## config.mk

```make
export PLATFORM = sky130hd
export DESIGN_NAME = wpas_ctrl
export DESIGN_NICKNAME = d
export VERILOG_FILES = /design/src/design/wpas_pkg.sv /design/src/design/wpas_ctrl.sv
export SDC_FILE = /design/constraint.sdc
export NUM_CORES = 1
export LEC_CHECK = 0
export BUFFER_PORTS_ARGS = -buffer_cell sky130_fd_sc_hd__buf_2
export CAP_MARGIN = 5
export CORE_UTILIZATION = 44
export CTS_CLUSTER_DIAMETER = 150
export CTS_CLUSTER_SIZE = 20
export DETAILED_ROUTE_END_ITERATION = 7
export PLACE_DENSITY = 0.74
export SLEW_MARGIN = 20
export SYNTH_ARGS = -nofsm -noshare
export SYNTH_HDL_FRONTEND = slang
export SYNTH_SLANG_ARGS = --single-unit
```

## constraint.sdc

```tcl
create_clock -name clk -period 1.4 [get_ports clk]
set_input_delay 0 -clock clk [delete_from_list [all_inputs] [get_ports clk]]
set_output_delay 0 -clock clk [all_outputs]
set_load 0.01 [all_outputs]
```

## src/design/wpas_pkg.sv

```systemverilog
// Shared constants, widths and controller/datapath interface structs for the
// waypoint advance selector. No dependencies.

package wpas_pkg;

    localparam int PATH_DEPTH_DEF = 1024;

    localparam int COORD_W    = 24;
    localparam int RADIUS_W   = 23;
    localparam int SKIP_W     = 8;
    localparam int FUNC_W     = 2;
    localparam int LEFT_W     = 11;
    localparam int IN_DATA_W  = 48;
    localparam int OUT_DATA_W = 64;
    localparam int OUT_USER_W = 2;
    localparam int PADDR_W    = 4;
    localparam int PDATA_W    = 32;

    localparam logic [RADIUS_W-1:0] REACH_RADIUS_RST = 23'd9175;
    localparam logic [RADIUS_W-1:0] SKIP_RADIUS_RST  = 23'd7864;
    localparam logic [SKIP_W-1:0]   BULK_SKIP_RST    = 8'd7;
    localparam logic [COORD_W-1:0]  GOAL_X_RST       = 24'd0;
    localparam logic [COORD_W-1:0]  GOAL_Y_RST       = 24'd9175;

    // Input word kinds carried on tuser
    localparam logic [FUNC_W-1:0] FUNC_GOAL  = 2'd0;
    localparam logic [FUNC_W-1:0] FUNC_PATH  = 2'd1;
    localparam logic [FUNC_W-1:0] FUNC_TICK  = 2'd2;
    localparam logic [FUNC_W-1:0] FUNC_SPARE = 2'd3;

    // Commands from the controller to the datapath
    typedef struct packed {
        logic capture;
        logic goal_from_item;
        logic goal_from_mem;
        logic clear_path;
        logic write_point;
        logic mem_read;
        logic sub_from_mem;
        logic bulk_drop;
        logic keep_one;
        logic drop_one;
        logic load_out;
        logic emitted;
        logic dropped;
    } wpas_cmd_t;

    // Status from the datapath to the controller
    typedef struct packed {
        logic [FUNC_W-1:0] func;
        logic              last;
        logic              cnt_zero;
        logic              cnt_gt1;
        logic              cnt_long;
        logic              full;
        logic              near;
        logic              close;
        logic              out_free;
    } wpas_sts_t;

endpackage

```

## src/design/wpas_ctrl.sv

```systemverilog
// Sequencing controller of the waypoint advance selector: message phase,
// accept toggle and the per-item state machine. Depends on wpas_pkg.

module wpas_ctrl
    import wpas_pkg::*;
(
    input  logic      clk,
    input  logic      rst_n,
    input  logic      s_tvalid,
    output logic      s_tready,
    input  wpas_sts_t sts,
    output wpas_cmd_t cmd
);

    localparam logic [1:0] PH_IDLE = 2'd0;
    localparam logic [1:0] PH_LOAD = 2'd1;
    localparam logic [1:0] PH_SKIP = 2'd2;

    localparam logic [3:0] ST_IDLE     = 4'd0;
    localparam logic [3:0] ST_DECODE   = 4'd1;
    localparam logic [3:0] ST_PATH_RD  = 4'd2;
    localparam logic [3:0] ST_PATH_LD  = 4'd3;
    localparam logic [3:0] ST_TICK_SUB = 4'd4;
    localparam logic [3:0] ST_TICK_SQ  = 4'd5;
    localparam logic [3:0] ST_TICK_CMP = 4'd6;
    localparam logic [3:0] ST_BULK     = 4'd7;
    localparam logic [3:0] ST_KEEP_ONE = 4'd8;
    localparam logic [3:0] ST_SKIP_RD  = 4'd9;
    localparam logic [3:0] ST_SKIP_SUB = 4'd10;
    localparam logic [3:0] ST_SKIP_SQ  = 4'd11;
    localparam logic [3:0] ST_SKIP_CMP = 4'd12;
    localparam logic [3:0] ST_FRONT_RD = 4'd13;
    localparam logic [3:0] ST_FRONT_LD = 4'd14;
    localparam logic [3:0] ST_RESULT   = 4'd15;

    logic [3:0] state_reg;
    logic [3:0] state_next;
    logic [1:0] phase_reg;
    logic [1:0] phase_next;
    logic       toggle_reg;
    logic       toggle_next;
    logic       emit_reg;
    logic       emit_next;
    logic       drop_reg;
    logic       drop_next;

    always_ff @(posedge clk or negedge rst_n)
    begin
        if (!rst_n)
        begin
            state_reg  <= ST_IDLE;
            phase_reg  <= PH_IDLE;
            toggle_reg <= 1'b0;
            emit_reg   <= 1'b0;
            drop_reg   <= 1'b0;
        end
        else
        begin
            state_reg  <= state_next;
            phase_reg  <= phase_next;
            toggle_reg <= toggle_next;
            emit_reg   <= emit_next;
            drop_reg   <= drop_next;
        end
    end

    assign s_tready = (state_reg == ST_IDLE);

    always_comb
    begin
        state_next  = state_reg;
        phase_next  = phase_reg;
        toggle_next = toggle_reg;
        emit_next   = emit_reg;
        drop_next   = drop_reg;
        cmd         = '0;
        cmd.emitted = emit_reg;
        cmd.dropped = drop_reg;

        case (state_reg)
            ST_IDLE:
            begin
                if (s_tvalid)
                begin
                    cmd.capture = 1'b1;
                    emit_next   = 1'b0;
                    drop_next   = 1'b0;
                    state_next  = ST_DECODE;
                end
            end

            ST_DECODE:
            begin
                case (sts.func)
                    FUNC_GOAL:
                    begin
                        cmd.goal_from_item = 1'b1;
                        emit_next          = 1'b1;
                        state_next         = ST_RESULT;
                    end
                    FUNC_PATH:
                    begin
                        state_next = ST_RESULT;
                        case (phase_reg)
                            PH_LOAD:
                            begin
                                if (!sts.full)
                                    cmd.write_point = 1'b1;
                                else
                                    drop_next = 1'b1;
                                // End of message: fetch the front as new target
                                if (sts.last)
                                begin
                                    toggle_next = 1'b0;
                                    phase_next  = PH_IDLE;
                                    state_next  = ST_PATH_RD;
                                end
                            end
                            PH_SKIP:
                            begin
                                drop_next = 1'b1;
                                if (sts.last)
                                    phase_next = PH_IDLE;
                            end
                            default:
                            begin
                                if (!toggle_reg)
                                begin
                                    toggle_next = 1'b1;
                                    drop_next   = 1'b1;
                                    phase_next  = sts.last ? PH_IDLE : PH_SKIP;
                                end
                                else
                                begin
                                    // Clear the store; the first point is discarded
                                    cmd.clear_path = 1'b1;
                                    if (sts.last)
                                    begin
                                        toggle_next = 1'b0;
                                        phase_next  = PH_IDLE;
                                    end
                                    else
                                    begin
                                        phase_next = PH_LOAD;
                                    end
                                end
                            end
                        endcase
                    end
                    FUNC_TICK:
                    begin
                        state_next = ST_TICK_SUB;
                    end
                    default:
                    begin
                        state_next = ST_RESULT;
                    end
                endcase
            end

            ST_PATH_RD:
            begin
                cmd.mem_read = 1'b1;
                state_next   = ST_PATH_LD;
            end

            ST_PATH_LD:
            begin
                cmd.goal_from_mem = 1'b1;
                state_next        = ST_RESULT;
            end

            ST_TICK_SUB:
            begin
                cmd.sub_from_mem = 1'b0;
                state_next       = ST_TICK_SQ;
            end

            ST_TICK_SQ:
            begin
                state_next = ST_TICK_CMP;
            end

            ST_TICK_CMP:
            begin
                if (sts.near && !sts.cnt_zero)
                    state_next = sts.cnt_long ? ST_BULK : ST_KEEP_ONE;
                else
                    state_next = ST_RESULT;
            end

            ST_BULK:
            begin
                cmd.bulk_drop = 1'b1;
                state_next    = ST_SKIP_RD;
            end

            ST_KEEP_ONE:
            begin
                cmd.keep_one = 1'b1;
                state_next   = ST_FRONT_RD;
            end

            ST_SKIP_RD:
            begin
                // The word read here is the front whichever way the walk ends
                cmd.mem_read = 1'b1;
                state_next   = sts.cnt_gt1 ? ST_SKIP_SUB : ST_FRONT_LD;
            end

            ST_SKIP_SUB:
            begin
                cmd.sub_from_mem = 1'b1;
                state_next       = ST_SKIP_SQ;
            end

            ST_SKIP_SQ:
            begin
                state_next = ST_SKIP_CMP;
            end

            ST_SKIP_CMP:
            begin
                if (sts.close)
                begin
                    cmd.drop_one = 1'b1;
                    state_next   = ST_SKIP_RD;
                end
                else
                begin
                    state_next = ST_FRONT_LD;
                end
            end

            ST_FRONT_RD:
            begin
                cmd.mem_read = 1'b1;
                state_next   = ST_FRONT_LD;
            end

            ST_FRONT_LD:
            begin
                cmd.goal_from_mem = 1'b1;
                cmd.drop_one      = 1'b1;
                emit_next         = 1'b1;
                state_next        = ST_RESULT;
            end

            ST_RESULT:
            begin
                if (sts.out_free)
                begin
                    cmd.load_out = 1'b1;
                    state_next   = ST_IDLE;
                end
            end

            default:
            begin
                state_next = ST_IDLE;
            end
        endcase
    end

`ifndef SYNTHESIS
    a_capture_decode: assert property (@(posedge clk) disable iff (!rst_n)
        cmd.capture |=> state_reg == ST_DECODE)
        else $error("accepted word not followed by decode");

    a_load_needs_toggle: assert property (@(posedge clk) disable iff (!rst_n)
        phase_reg == PH_LOAD |-> toggle_reg)
        else $error("path loading without accept toggle set");

    a_result_slot: assert property (@(posedge clk) disable iff (!rst_n)
        cmd.load_out |-> sts.out_free && !(emit_reg && drop_reg))
        else $error("result loaded into busy slot or with conflicting flags");
`endif

endmodule

```

==> out/metrics.yaml <==
run_status:
  status: "finished with violations"
  violations: "setup timing"
critical_path:
  setup.worst_path.start: "state_reg[0]$_DFFE_PN0P_"
  end_kind: "flop"
  critical_path_required_ns: 1.53
  regToRegSetupSlack_ns: -0.08
  crit_fanout: 6
  crit_path_end: "state_reg[2]$_DFFE_PN0P_"
  arrival_ns: 1.62
  rr_worst_depth: 5
  path_class: "reg2reg"
  r2r_start: "state_reg[0]$_DFFE_PN0P_"
  start_kind: "flop"
  timing.rr.end: "state_reg[2]$_DFFE_PN0P_"
timing:
  max_slew.worst_pin.slew_ns: 0.2680
  setup_slack_ns: -0.08249
  fmax_mhz: 674.5
  rsz0062_at_grt: "true"
  post-route-period-util_pct: 105.9
  slew_viol_final: 0
  fin_skew_ns: 0.001243
  hold_violations: 0
  maxSlewHeadroom_pct: 82.00
  finalSetupViolCount: 8
  period_minus_slack_ns: 1.482
cts:
  cts_buffers: 3
  clk_pin_slew_ns: 0.06
  cts_buffer_depth: 2
  insertion_delay_ns: 0.27
  cts_tree: "done"
  cts-root-buf: "clkbuf_4"
  clock-sinks: 9
  htree_levels: 1
layout:
  diodes: 0
  area_growth_pct: 72.08
  fillers: 113
  largest_reg_flops: 4
  nets: 175
  final_cell_mix: "22 x buf_2, 17 x buf_6, 17 x buf_4"
  final_common_cell: "buf_2"
  ff_latch_area_um2: 231.5
  multi_input_area_um2: 625.6
  final_cell_area_um2: 1419
  drive_above_1_share_pct: 57.05
synth:
  synth.distinct_cells: 42
  syn-cell-area_um2: 824.5
  synthCells: 99
  synth_seq_cells: 9
  synth_edf_count: 0
  async_flop_share_pct: 100.0
  seq_area_frac_synth_pct: 27.31
  syn_area_per_cell_um2: 8.329
  synth_nets: 117
  ys_warn_count: 0
  ys.flop_type: "dfrtp_1"
hold_path:
  hold_path_class: "in2async"
floorplanning:
  dieArea_um2: 2051
  num_io_pins: 27
  rows: 15
  fp.coreArea_um2: 1745
  initial_core_util_pct: 47.24
  die_height_um: 45.29
  die_x_um: 45.29
placed_design:
  hpwl_mm: 1.460
  place.gp.congestion: 0.8322
  io_buffers: 26
  place_area_um2: 1070
  pre_cts_slack_ns: -0.06971
pwr:
  vdd_drop_max_mv: 1.182
  p_per_area_nw_per_um2: 1812
  p_leak_nw: 0.6817
  power_w: 0.002571
detailed_routing:
  finalWirelength_mm: 2.748
  via_per_inst: 5.541
  drc: 0
  drtPass1Iterations: 4
  dr.first_iter.drc_count: 27
  route.antenna.remaining_nets: 0
  dr_total_vias: 1003
  wl_per_cell_um: 15.18
global_routing:
  use_met2_pct: 47.83
  grt_usage_pct: 27.27
  antenna_found_initial: 0
  grt_overflow: 0
  grt_max_degree: 10
  gr-usage-met3_pct: 7.200
  grt_pass1_vias: 873
  grt_pass1_wl_mm: 3.898
  top_usage_layer: "met2"
  use_met1_pct: 31.93
flow_run:
  drv_cap: 0
## how the worst min path moves through the flow
| stage | to | slack [ns] | cells after the start |
|---|---|---|---|
| final | drop_reg$_DFFE_PN0P_ | 0.11 | 2 |
| after global routing | drop_reg$_DFFE_PN0P_ | 0.12 | 2 |
| after CTS | phase_reg[1]$_DFFE_PN0P_ | 0.11 | 2 |
| after detailed placement | drop_reg$_DFFE_PN0P_ | -0.14 | 1 |
| after global placement | drop_reg$_DFFE_PN0P_ | -0.14 | 1 |
| after floorplan | drop_reg$_DFFE_PN0P_ | -0.30 | 0 |
## synthesized netlist by cell type (2+ instances only)
master | count | area (um2)
a21oi_1 | 3 | 15.01
and3b_1 | 2 | 17.52
buf_2 | 2 | 10.01
buf_4 | 3 | 22.52
dfrtp_1 | 9 | 225.2
ha_1 | 5 | 62.56
inv_1 | 11 | 41.29
nand2_1 | 6 | 22.52
nand2b_1 | 5 | 31.28
nand3_1 | 3 | 15.01
nor2_1 | 6 | 22.52
nor2b_1 | 3 | 18.77
nor3_1 | 4 | 20.02
o21ai_0 | 3 | 15.01
o21ai_1 | 5 | 25.02
o22ai_1 | 2 | 12.51
o32a_1 | 2 | 20.02
## metal layers
layer / up-vias / part of all wire [%]
li1: 466 / -
met1: 485 / 40
met2: 42 / 52
met3: 10 / 4.9
met4: 0 / 2.7
met5: - / 0
## metrics by stage
| stage | std cells | hold slack [ns] | setup TNS (ns) | util (%) |
|---|---|---|---|---|
| after global routing | 181 | 0.1242 | -1.206 | 81.29 |
| after detailed placement | 161 | -0.1377 | -0.1053 | 61.29 |
| final | 181 | 0.1052 | -0.3742 | 81.29 |
| after CTS | 180 | 0.1081 | -0.5305 | 75.20 |
| after floorplan | 99 | -0.2956 | -0.05286 | - |
| after global placement | 161 | -0.1391 | -0.01433 | 61.29 |
## worst max-delay path, stage by stage, from the launching register on
cell and delay (ns):
dfrtp_2 0.45, nor2b_4 0.16, buf_6 0.12, a31o_1 0.19, a221oi_2 0.26, o221ai_1 0.16
## power by group
group | switching [W] | internal [W]
Sequential | 0.000159 | 0.000371
Clock | 0.000105 | 0.000111
Combinational | 0.000806 | 0.00102
Total | 0.00107 | 0.00150
## logic make-up after synthesis
logic type / synth area share [%]
buffers and inverters: 10.77
AND/OR/NAND/NOR: 29.75
flip-flops: 27.31
adder cells (fa/ha/maj): 7.587
AO/OA/AOI/OAI: 24.58
## cell type report
| type | count | area share, % |
|---|---|---|
| inverter | 12 | 3.175 |
| multi-input combinational | 72 | 44.09 |
| sequential | 9 | 16.31 |
| timing repair buffer | 59 | 32.36 |
| tap | 25 | 2.205 |
| clock buffer | 4 | 1.852 |
## timing repair
item                                    in CTS  in global routing
setup buffers                               12                  1
hold endpoints to repair                    12                  0
endpoints found under the setup margin      12                 16
hold buffers                                 3                  0
gates resized for setup                     25                 24
pin swaps                                   10                  9
No activity file was read; power rests on OpenSTA's default activity.
